<file path="src/hw/rtl/aat_pkg.sv">
// Shared types, sizes and codes for the active alarm table.
// No dependencies; every other file of the block but aat_ram refers to this package by scoped names.
package aat_pkg;

    localparam int TABLE_DEPTH = 16;
    localparam int LOG_DEPTH   = 32;

    localparam int TBL_AW = (TABLE_DEPTH > 1) ? $clog2(TABLE_DEPTH) : 1;
    localparam int LOG_AW = (LOG_DEPTH > 1) ? $clog2(LOG_DEPTH) : 1;
    localparam int CNT_W  = $clog2(TABLE_DEPTH + 1);
    localparam int FILL_W = $clog2(LOG_DEPTH + 1);

    // request codes
    localparam logic [2:0] ACT_RAISE     = 3'd0;
    localparam logic [2:0] ACT_ACK       = 3'd1;
    localparam logic [2:0] ACT_CLEAR     = 3'd2;
    localparam logic [2:0] ACT_CLEAR_ALL = 3'd3;
    localparam logic [2:0] ACT_QUERY     = 3'd4;
    localparam logic [2:0] ACT_HIST      = 3'd5;

    // result codes
    localparam logic [2:0] ST_OK         = 3'd0;
    localparam logic [2:0] ST_ACTIVE     = 3'd1;
    localparam logic [2:0] ST_FULL       = 3'd2;
    localparam logic [2:0] ST_NOT_FOUND  = 3'd3;
    localparam logic [2:0] ST_HIST_EMPTY = 3'd4;

    // history event codes
    localparam logic [1:0] EV_RAISED  = 2'd0;
    localparam logic [1:0] EV_ACKED   = 2'd1;
    localparam logic [1:0] EV_CLEARED = 2'd2;

    localparam logic [1:0] SEV_CRIT = 2'd2;

    typedef enum logic [2:0] {
        S_IDLE,
        S_SEARCH,
        S_SHIFT,
        S_CLRALL,
        S_LEDS,
        S_HIST,
        S_FINISH
    } state_t;

    typedef struct packed {
        logic [31:0] raise_time;
        logic        acked;
        logic [1:0]  severity;
        logic [15:0] id;
    } entry_t;

    typedef struct packed {
        logic [31:0] stamp;
        logic [1:0]  event_code;
        logic [1:0]  severity;
        logic [15:0] id;
    } log_t;

    typedef struct packed {
        logic [4:0]  history_slot;
        logic [31:0] now_seconds;
        logic [1:0]  severity;
        logic [15:0] alm_id;
        logic [2:0]  action;
    } req_t;

    // first member sits in the highest bits
    typedef struct packed {
        logic [5:0]  log_used;
        logic [31:0] hist_time;
        logic [1:0]  hist_event;
        logic [1:0]  hist_severity;
        logic [15:0] hist_id;
        logic        status_led;
        logic        alarm_led;
        logic [4:0]  crit_active;
        logic [4:0]  active_count;
        logic [31:0] duration;
        logic        is_acknowledged;
        logic [2:0]  status;
    } res_t;

endpackage

</file>
<file path="src/hw/rtl/aat_ram.sv">
// Generic single-write, single-read RAM with registered read data.
// No dependencies.
module aat_ram #(
    parameter int WIDTH = 8,
    parameter int DEPTH = 16,
    parameter int AW    = (DEPTH > 1) ? $clog2(DEPTH) : 1
) (
    input  logic             aclk,
    input  logic             we,
    input  logic [AW-1:0]    waddr,
    input  logic [WIDTH-1:0] wdata,
    input  logic [AW-1:0]    raddr,
    output logic [WIDTH-1:0] rdata
);

    logic [WIDTH-1:0] mem [DEPTH];
    logic [WIDTH-1:0] rdata_reg;

    always_ff @(posedge aclk) begin
        if (we) begin
            mem[waddr] <= wdata;
        end
        rdata_reg <= mem[raddr];
    end

    assign rdata = rdata_reg;

endmodule

</file>
<file path="src/hw/rtl/aat_unit.sv">
// Shared compare and subtract unit applied to one table entry per cycle.
// Depends on aat_pkg for the entry layout.
module aat_unit (
    input  logic [15:0]     req_id,
    input  logic [31:0]     now_seconds,
    input  aat_pkg::entry_t ent,
    output logic            match,
    output logic            crit,
    output logic [31:0]     duration
);

    assign match    = (ent.id == req_id);
    assign crit     = (ent.severity >= aat_pkg::SEV_CRIT);
    // wraps modulo 2^32
    assign duration = now_seconds - ent.raise_time;

endmodule

</file>
<file path="src/hw/rtl/aat_core.sv">
// Sequencer, counters and LED state of the alarm table, with the table and history RAMs.
// Depends on aat_pkg, aat_ram and aat_unit.
module aat_core (
    input  logic          aclk,
    input  logic          aresetn,
    input  logic          start,
    input  aat_pkg::req_t req_in,
    output logic          ready,
    input  logic          out_free,
    output logic          res_valid,
    output aat_pkg::res_t res
);

    localparam int CW  = aat_pkg::CNT_W;
    localparam int FW  = aat_pkg::FILL_W;
    localparam int TAW = aat_pkg::TBL_AW;
    localparam int LAW = aat_pkg::LOG_AW;

    aat_pkg::state_t state_reg, state_next;
    aat_pkg::req_t   req_reg, req_next;
    aat_pkg::res_t   res_reg, res_next;
    logic [CW-1:0]   count_reg, count_next;
    logic [CW-1:0]   crit_reg, crit_next;
    logic [CW-1:0]   scan_reg, scan_next;
    logic [FW-1:0]   fill_reg, fill_next;
    logic [LAW-1:0]  next_reg, next_next;
    logic            alarm_led_reg, alarm_led_next;
    logic            status_led_reg, status_led_next;

    logic [CW:0]     scan_inc;
    logic            tbl_we;
    logic [TAW-1:0]  tbl_waddr, tbl_raddr;
    aat_pkg::entry_t tbl_wdata, ent;
    logic [$bits(aat_pkg::entry_t)-1:0] tbl_rdata;
    logic            log_add, log_we;
    logic [LAW-1:0]  log_waddr, log_raddr;
    aat_pkg::log_t   log_item, log_ent;
    logic [$bits(aat_pkg::log_t)-1:0] log_rdata;
    logic            ent_match, ent_crit;
    logic [31:0]     ent_dur;
    logic            at_end, hist_ok;

    aat_ram #(
        .WIDTH ($bits(aat_pkg::entry_t)),
        .DEPTH (aat_pkg::TABLE_DEPTH)
    ) u_tbl (
        .aclk  (aclk),
        .we    (tbl_we),
        .waddr (tbl_waddr),
        .wdata (tbl_wdata),
        .raddr (tbl_raddr),
        .rdata (tbl_rdata)
    );

    aat_ram #(
        .WIDTH ($bits(aat_pkg::log_t)),
        .DEPTH (aat_pkg::LOG_DEPTH)
    ) u_log (
        .aclk  (aclk),
        .we    (log_we),
        .waddr (log_waddr),
        .wdata (log_item),
        .raddr (log_raddr),
        .rdata (log_rdata)
    );

    assign ent     = aat_pkg::entry_t'(tbl_rdata);
    assign log_ent = aat_pkg::log_t'(log_rdata);

    aat_unit u_unit (
        .req_id      (req_reg.alm_id),
        .now_seconds (req_reg.now_seconds),
        .ent         (ent),
        .match       (ent_match),
        .crit        (ent_crit),
        .duration    (ent_dur)
    );

    assign scan_inc = {1'b0, scan_reg} + {{CW{1'b0}}, 1'b1};
    assign at_end   = (scan_reg == count_reg);
    assign hist_ok  = ({3'b0, req_reg.history_slot} < 8'(fill_reg))
                   && (int'(req_reg.history_slot) < aat_pkg::LOG_DEPTH);

    always_ff @(posedge aclk) begin
        if (!aresetn) begin
            state_reg      <= aat_pkg::S_IDLE;
            count_reg      <= '0;
            crit_reg       <= '0;
            fill_reg       <= '0;
            next_reg       <= '0;
            alarm_led_reg  <= 1'b0;
            status_led_reg <= 1'b0;
        end else begin
            state_reg      <= state_next;
            count_reg      <= count_next;
            crit_reg       <= crit_next;
            fill_reg       <= fill_next;
            next_reg       <= next_next;
            alarm_led_reg  <= alarm_led_next;
            status_led_reg <= status_led_next;
        end
    end

    always_ff @(posedge aclk) begin
        req_reg  <= req_next;
        res_reg  <= res_next;
        scan_reg <= scan_next;
    end

    // next state
    always_comb begin
        state_next = state_reg;
        unique case (state_reg)
            aat_pkg::S_IDLE: begin
                if (start) begin
                    unique case (req_in.action)
                        aat_pkg::ACT_RAISE,
                        aat_pkg::ACT_ACK,
                        aat_pkg::ACT_CLEAR,
                        aat_pkg::ACT_QUERY:     state_next = aat_pkg::S_SEARCH;
                        aat_pkg::ACT_CLEAR_ALL: state_next = aat_pkg::S_CLRALL;
                        aat_pkg::ACT_HIST:      state_next = aat_pkg::S_HIST;
                        default:                state_next = aat_pkg::S_FINISH;
                    endcase
                end
            end
            aat_pkg::S_SEARCH: begin
                if (at_end) begin
                    if (req_reg.action == aat_pkg::ACT_RAISE &&
                        count_reg < CW'(aat_pkg::TABLE_DEPTH)) begin
                        state_next = aat_pkg::S_LEDS;
                    end else begin
                        state_next = aat_pkg::S_FINISH;
                    end
                end else if (ent_match) begin
                    unique case (req_reg.action)
                        aat_pkg::ACT_ACK:   state_next = aat_pkg::S_LEDS;
                        aat_pkg::ACT_CLEAR: state_next = aat_pkg::S_SHIFT;
                        default:            state_next = aat_pkg::S_FINISH;
                    endcase
                end
            end
            aat_pkg::S_SHIFT: begin
                if (scan_inc >= {1'b0, count_reg}) begin
                    state_next = aat_pkg::S_LEDS;
                end
            end
            aat_pkg::S_CLRALL: begin
                if (at_end) begin
                    state_next = aat_pkg::S_LEDS;
                end
            end
            aat_pkg::S_LEDS:   state_next = aat_pkg::S_FINISH;
            aat_pkg::S_HIST:   state_next = aat_pkg::S_FINISH;
            aat_pkg::S_FINISH: begin
                if (out_free) begin
                    state_next = aat_pkg::S_IDLE;
                end
            end
            default: state_next = aat_pkg::S_IDLE;
        endcase
    end

    // datapath and RAM control
    always_comb begin
        req_next        = req_reg;
        res_next        = res_reg;
        count_next      = count_reg;
        crit_next       = crit_reg;
        scan_next       = scan_reg;
        fill_next       = fill_reg;
        next_next       = next_reg;
        alarm_led_next  = alarm_led_reg;
        status_led_next = status_led_reg;
        tbl_we          = 1'b0;
        tbl_waddr       = TAW'(scan_reg);
        tbl_wdata       = ent;
        tbl_raddr       = '0;
        log_add         = 1'b0;
        log_we          = 1'b0;
        log_waddr       = next_reg;
        log_item        = '0;
        log_raddr       = LAW'(req_in.history_slot);

        unique case (state_reg)
            aat_pkg::S_IDLE: begin
                // table read of slot 0 and the history read are issued here
                if (start) begin
                    req_next  = req_in;
                    res_next  = '0;
                    scan_next = '0;
                end
            end
            aat_pkg::S_SEARCH: begin
                tbl_raddr = TAW'(scan_inc);
                if (at_end) begin
                    if (req_reg.action == aat_pkg::ACT_RAISE) begin
                        if (count_reg >= CW'(aat_pkg::TABLE_DEPTH)) begin
                            res_next.status = aat_pkg::ST_FULL;
                        end else begin
                            tbl_we                 = 1'b1;
                            tbl_waddr              = TAW'(count_reg);
                            tbl_wdata.id           = req_reg.alm_id;
                            tbl_wdata.severity     = req_reg.severity;
                            tbl_wdata.acked        = 1'b0;
                            tbl_wdata.raise_time   = req_reg.now_seconds;
                            count_next             = count_reg + CW'(1);
                            if (req_reg.severity >= aat_pkg::SEV_CRIT) begin
                                crit_next = crit_reg + CW'(1);
                            end
                            log_add             = 1'b1;
                            log_item.id         = req_reg.alm_id;
                            log_item.severity   = req_reg.severity;
                            log_item.event_code = aat_pkg::EV_RAISED;
                            log_item.stamp      = req_reg.now_seconds;
                        end
                    end else begin
                        res_next.status = aat_pkg::ST_NOT_FOUND;
                    end
                end else if (ent_match) begin
                    log_item.id       = req_reg.alm_id;
                    log_item.severity = ent.severity;
                    log_item.stamp    = req_reg.now_seconds;
                    unique case (req_reg.action)
                        aat_pkg::ACT_RAISE: res_next.status = aat_pkg::ST_ACTIVE;
                        aat_pkg::ACT_ACK: begin
                            tbl_we              = 1'b1;
                            tbl_wdata.acked     = 1'b1;
                            log_add             = 1'b1;
                            log_item.event_code = aat_pkg::EV_ACKED;
                        end
                        aat_pkg::ACT_CLEAR: begin
                            // read of the following entry is already in flight
                            log_add             = 1'b1;
                            log_item.event_code = aat_pkg::EV_CLEARED;
                            if (ent_crit) begin
                                crit_next = crit_reg - CW'(1);
                            end
                        end
                        default: begin
                            res_next.is_acknowledged = ent.acked;
                            res_next.duration        = ent_dur;
                        end
                    endcase
                end else begin
                    scan_next = CW'(scan_inc);
                end
            end
            aat_pkg::S_SHIFT: begin
                // move entry scan+1 (in the read register) down to scan
                if (scan_inc < {1'b0, count_reg}) begin
                    tbl_we    = 1'b1;
                    tbl_raddr = TAW'(scan_inc + {{CW{1'b0}}, 1'b1});
                    scan_next = CW'(scan_inc);
                end else begin
                    count_next = count_reg - CW'(1);
                end
            end
            aat_pkg::S_CLRALL: begin
                tbl_raddr = TAW'(scan_inc);
                if (!at_end) begin
                    log_add             = 1'b1;
                    log_item.id         = ent.id;
                    log_item.severity   = ent.severity;
                    log_item.event_code = aat_pkg::EV_CLEARED;
                    log_item.stamp      = req_reg.now_seconds;
                    scan_next           = CW'(scan_inc);
                end else begin
                    count_next = '0;
                    crit_next  = '0;
                end
            end
            aat_pkg::S_LEDS: begin
                if (crit_reg != '0) begin
                    alarm_led_next = ~alarm_led_reg;
                end else begin
                    alarm_led_next = (count_reg != '0);
                end
                if (count_reg == '0) begin
                    status_led_next = 1'b1;
                end else begin
                    status_led_next = ~status_led_reg;
                end
            end
            aat_pkg::S_HIST: begin
                if (hist_ok) begin
                    res_next.hist_id       = log_ent.id;
                    res_next.hist_severity = log_ent.severity;
                    res_next.hist_event    = log_ent.event_code;
                    res_next.hist_time     = log_ent.stamp;
                end else begin
                    res_next.status = aat_pkg::ST_HIST_EMPTY;
                end
            end
            default: begin
            end
        endcase

        // append to the ring: fill in order, then overwrite oldest first
        if (log_add) begin
            log_we = 1'b1;
            if (fill_reg < FW'(aat_pkg::LOG_DEPTH)) begin
                log_waddr = LAW'(fill_reg);
                fill_next = fill_reg + FW'(1);
            end else begin
                log_waddr = next_reg;
                if (next_reg == LAW'(aat_pkg::LOG_DEPTH - 1)) begin
                    next_next = '0;
                end else begin
                    next_next = next_reg + LAW'(1);
                end
            end
        end
    end

    // outputs
    always_comb begin
        ready              = (state_reg == aat_pkg::S_IDLE);
        res_valid          = (state_reg == aat_pkg::S_FINISH);
        res                = res_reg;
        res.active_count   = 5'(count_reg);
        res.crit_active    = 5'(crit_reg);
        res.alarm_led      = alarm_led_reg;
        res.status_led     = status_led_reg;
        res.log_used       = 6'(fill_reg);
    end

    a_count_bound: assert property (@(posedge aclk) disable iff (!aresetn)
        count_reg <= CW'(aat_pkg::TABLE_DEPTH))
        else $error("active count beyond table depth");

    a_crit_bound: assert property (@(posedge aclk) disable iff (!aresetn)
        crit_reg <= count_reg)
        else $error("critical count above active count");

    a_ring_wrap: assert property (@(posedge aclk) disable iff (!aresetn)
        (next_reg != '0) |-> (fill_reg == FW'(aat_pkg::LOG_DEPTH)))
        else $error("ring overwrite pointer moved before ring filled");

    a_busy_after_start: assert property (@(posedge aclk) disable iff (!aresetn)
        start |=> (state_reg != aat_pkg::S_IDLE))
        else $error("sequencer idle right after taking an item");

endmodule

</file>
<file path="src/hw/rtl/active_alarm_table.sv">
// Active alarm table top level: stream ports, item unpacking and the result register.
// Depends on aat_pkg and aat_core.
// Sequencing: an unused code goes from S_IDLE straight to S_FINISH, a history read passes S_HIST,
//   and raise, acknowledge, clear, query or clear-all step through the table; the table RAM
//   read port is stepped one entry per cycle by the search, shift and clear-all loops.
// Throughput: one item at a time; s_tready rises with m_tvalid, so a new item is taken only
//   after the result of the last one has moved into the output register.
// Reset: aresetn synchronous, active low; clears counts, history fill and LEDs. The RAMs are
//   not swept: entries beyond the counts are never used.
module active_alarm_table (
    input  logic         aclk,
    input  logic         aresetn,
    input  logic         s_tvalid,
    output logic         s_tready,
    // alm_id[15:0], severity[17:16], now_seconds[49:18], history_slot[54:50], zero pad
    input  logic [55:0]  s_tdata,
    // action[2:0]
    input  logic [2:0]   s_tuser,
    output logic         m_tvalid,
    input  logic         m_tready,
    // status[2:0], is_acknowledged[3], duration[35:4], active_count[40:36],
    // crit_active[45:41], alarm_led[46], status_led[47], hist_id[63:48],
    // hist_severity[65:64], hist_event[67:66], hist_time[99:68], log_used[105:100], pad
    output logic [111:0] m_tdata
);

    aat_pkg::req_t req;
    aat_pkg::res_t core_res;
    aat_pkg::res_t res_reg, res_next;
    logic          m_tvalid_reg, m_tvalid_next;
    logic          core_ready, core_done, out_free, start;

    assign req.action       = s_tuser;
    assign req.alm_id       = s_tdata[15:0];
    assign req.severity     = s_tdata[17:16];
    assign req.now_seconds  = s_tdata[49:18];
    assign req.history_slot = s_tdata[54:50];

    assign start    = s_tvalid && core_ready;
    assign out_free = !m_tvalid_reg || m_tready;

    aat_core u_core (
        .aclk      (aclk),
        .aresetn   (aresetn),
        .start     (start),
        .req_in    (req),
        .ready     (core_ready),
        .out_free  (out_free),
        .res_valid (core_done),
        .res       (core_res)
    );

    always_comb begin
        m_tvalid_next = m_tvalid_reg;
        res_next      = res_reg;
        if (core_done && out_free) begin
            m_tvalid_next = 1'b1;
            res_next      = core_res;
        end else if (m_tready) begin
            m_tvalid_next = 1'b0;
        end
    end

    always_ff @(posedge aclk) begin
        if (!aresetn) begin
            m_tvalid_reg <= 1'b0;
        end else begin
            m_tvalid_reg <= m_tvalid_next;
        end
        res_reg <= res_next;
    end

    assign s_tready = core_ready;
    assign m_tvalid = m_tvalid_reg;
    assign m_tdata  = {6'b0, res_reg};

endmodule

</file>
<file path="config.mk">
export PLATFORM = sky130hd
export DESIGN_NAME = active_alarm_table
export DESIGN_NICKNAME = d
export VERILOG_FILES = /design/src/hw/rtl/aat_pkg.sv /design/src/hw/rtl/aat_ram.sv /design/src/hw/rtl/aat_unit.sv /design/src/hw/rtl/aat_core.sv /design/src/hw/rtl/active_alarm_table.sv
export SDC_FILE = /design/constraint.sdc
export NUM_CORES = 2
export LEC_CHECK = 0
export BUFFER_PORTS_ARGS = -buffer_cell sky130_fd_sc_hd__buf_4
export CELL_PAD_IN_SITES_DETAIL_PLACEMENT = 0
export CELL_PAD_IN_SITES_GLOBAL_PLACEMENT = 1
export CORE_AREA = 4 4 612 614
export CTS_BUF_LIST = sky130_fd_sc_hd__clkbuf_4
export DETAILED_ROUTE_END_ITERATION = 8
export DIE_AREA = 0 0 616 618
export PLACE_DENSITY_LB_ADDON = 0.1
export SLEW_MARGIN = 15
export SYNTH_ARGS = -nofsm -noshare
export SYNTH_HDL_FRONTEND = slang
export SYNTH_SLANG_ARGS = --single-unit
</file>
<file path="constraint.sdc">
create_clock -name aclk -period 8.8 [get_ports aclk]
set_input_delay 1.76 -clock aclk [delete_from_list [all_inputs] [get_ports aclk]]
set_output_delay 1.76 -clock aclk [all_outputs]
set_load 0.02 [all_outputs]
</file>
==> impl_metrics.env <==
export IMPL_finish_utilization_pct=35.0
export IMPL_grt_first_pass_wirelength_microns=464000
export IMPL_rsz0062_at_grt="no"
export IMPL_holdWs_ns=0.402
export IMPL_clk_path_buf_depth=4
export IMPL_p_leak_nw=41.5
export IMPL_place_congestion=0.743
export IMPL_routedWlPerCell_microns=27.1
export IMPL_root_buffer="clkbuf_4"
export IMPL_largest_reg_flops=1664
export IMPL_critPathLaunchType="flop"
export IMPL_syn_area_per_cell_sq_um=18.9
export IMPL_top_register="u_core.u_log.mem"
export IMPL_fmax_mhz=175
export IMPL_maxSlewHeadroom_pct=19.6
export IMPL_dr_first_iter_drc_count=4241
export IMPL_dp_hpwl_microns=174000
export IMPL_drv_cap=0
export IMPL_synth_edf_count=2737
export IMPL_layout_nets=6723
export IMPL_crit_type="flop to flop"
export IMPL_power_density_mw_per_mm2=283
export IMPL_drive_gt1_share_pct=31.7
export IMPL_fin_crit_sh_pct=65.0
export IMPL_worst_r2r_path_depth=12
export IMPL_synthDistinctLibCells=73
export IMPL_synth_largest_area_cell="edfxtp_1"
export IMPL_arrival_ns=6.84
export IMPL_required_ns=9.92
export IMPL_grt_max_degree=146
export IMPL_cp_max_fo=37
export IMPL_ir_drop_mv=0.417
export IMPL_cts_sinks=2867
export IMPL_nFillCells=35100
export IMPL_grt_ovfl_total=0
export IMPL_portBuffers=169
export IMPL_rows=223
export IMPL_fin_cells=12200
export IMPL_placed_cell_area_sq_mm=0.118
export IMPL_ant_nets=0
export IMPL_hold_viol=0
export IMPL_synth_top_area_share_pct=74.4
export IMPL_vias_per_cell=4.76
export IMPL_fp_dieH_microns=618
export IMPL_die_width_microns=616
export IMPL_cts_repair_resized=0
export IMPL_ys_top_cells_by_area="edfxtp_1 74%, mux4_2 11%, dfxtp_1 2.4%"
export IMPL_synth_cells=5841
export IMPL_cts_tree="yes"
export IMPL_ys_ff_latch=2867
export IMPL_tritoncts_num_buffers=784
export IMPL_worstMarginPinSlew_ns=1.20
export IMPL_clkTransAtPathRegs_ns=0.06
export IMPL_skew_ns=0.0839
export IMPL_drc=0
export IMPL_endpoint_kind="flop"
export IMPL_syn_to_final_growth_pct=16.8
export IMPL_syn_area_sq_mm=0.111
export IMPL_timing_final_ws_setup_ns=3.08
export IMPL_synthArstFlopShare_pct=0
export IMPL_finalInstanceArea_sq_mm=0.129
export IMPL_vias=58100
export IMPL_cts_setup_buffers=0
export IMPL_holdPathStages=0
export IMPL_routed_wl_microns=331000
export IMPL_antenna_found_initial=41
export IMPL_grt_pass1_vias=61800
export IMPL_grt_use_total_pct=17.0
export IMPL_setup_viol=0
export IMPL_ios=177
export IMPL_synth_flop_cell="edfxtp_1"
export IMPL_yosysSeqAreaShare_pct=76.7
export IMPL_hold_path_class="flop to flop"
export IMPL_slew_violations=0
export IMPL_place_ws_ns=2.93
export IMPL_htreeDepth=6
export IMPL_yosysWarnings=0
export IMPL_initial_utilization_pct=30.0
export IMPL_period_minus_slack_ns=5.72
export IMPL_outcome="complete, no violations"
export IMPL_total_power_mw=36.6
export IMPL_dieArea_sq_mm=0.381
export IMPL_cts_hold_buf=0
export IMPL_clock_latency_ns=1.57
export IMPL_finalSetupTns_ns=0
export IMPL_first_pass_iters=7
export IMPL_placed_cells=10800
export IMPL_core_sq_mm=0.369
==> final cells by class <==
type | count | area [sq um] | share of cell area [%]
sequential | 2867 | 84800 | 65.7
multi-input combinational | 2575 | 24600 | 19.1
clock buffer | 1240 | 9310 | 7.21
tap | 4950 | 6190 | 4.80
timing repair buffer | 321 | 2670 | 2.07
clock inverter | 189 | 1230 | 0.956
inverter | 57 | 226 | 0.175
antenna | 11 | 27.5 | 0.0213
==> cell usage after synthesis (5+ instances only) <==
library cell and instances:
a311oi_1 104, buf_2 32, nand2b_1 15, o211ai_1 5
a21oi_1 163, a22o_1 17, nor3_1 25, o21ai_0 56
a21o_1 19, mux4_2 520, nor2b_1 14, mux2_2 52
or2_2 5, nand4_1 13, ha_1 51, xor2_1 19
nor2_1 125, or3_1 9, a31oi_1 112, buf_1 35
o21a_1 8, edfxtp_1 2737, a211oi_1 258, inv_1 56
nand3_1 14, clkbuf_1 271, xnor2_1 38, dfxtp_1 130
buf_4 6, nand2_1 549, and2_1 299, nor3b_1 6
==> worst paths after layout <==
kind,startpoint,to,slack (ns)
setup / recovery,u_core.scan_reg[0]$_SDFFCE_PN0P_,u_core.u_tbl.mem[11][30]$_DFFE_PP_,3.08
hold / removal,u_core.res[56]$_SDFFCE_PN0P_,m_tdata[56]$_DFFE_PP_,0.40
setup reg to reg,u_core.scan_reg[0]$_SDFFCE_PN0P_,u_core.u_tbl.mem[11][30]$_DFFE_PP_,3.08
hold reg to reg,u_core.res[56]$_SDFFCE_PN0P_,m_tdata[56]$_DFFE_PP_,0.40
==> cells by family after synthesis <==
logic type	Yosys count	share of synthesized area (%)
flip-flops	2867	76.7
AND/OR/NAND/NOR	1104	4.75
AO/OA/AOI/OAI	778	4.82
multiplexers	576	11.2
buffers and inverters	404	1.46
XOR/XNOR	57	0.452
adder cells (fa/ha/maj)	54	0.632
other	1	0.00339
==> report_power, final <==
group	switching, mW	internal (mW)
combinational	5.02	2.20
clock	5.63	6.79
sequential	0.511	16.4
total	11.2	25.4
==> critical path: stages (launching register included) <==
cell       delay (ns)
edfxtp_1         0.63
ha_1             0.34
xnor2_1          0.34
inv_1            0.13
ha_1             0.29
and3_1           0.18
o21ai_0          0.10
nor4b_2          0.93
nor2_1           0.16
a2bb2oi_1        0.20
nand2b_1         0.35
nor2_4           0.70
buf_4            0.86
==> placed cells by master (no fill, tap or decap), types with 18 or more instances in the layout <==
cell type,count
inv_1,56
ha_1,51
xnor2_1,38
buf_4,298
a21oi_1,161
a31oi_1,112
dfxtp_1,130
and2_1,295
clkinv_1,120
xor2_1,19
clkbuf_4,1240
nor3_1,20
mux2_2,52
a21o_1,18
nor2_4,46
a311oi_1,104
nand2_1,549
buf_12,19
mux4_2,520
a211oi_1,258
edfxtp_1,2737
nor2_1,79
o21ai_0,32
==> per-layer routing <==
layer  vias to the layer above  wire [microns]  track usage (%)
li1                      25700               -                -
met1                     30300          136000             21.4
met2                      1565          169000             29.7
met3                       554           16700             3.22
met4                        10            8850             5.52
met5                         -              61                0
Power figures use the tool's default switching activity.
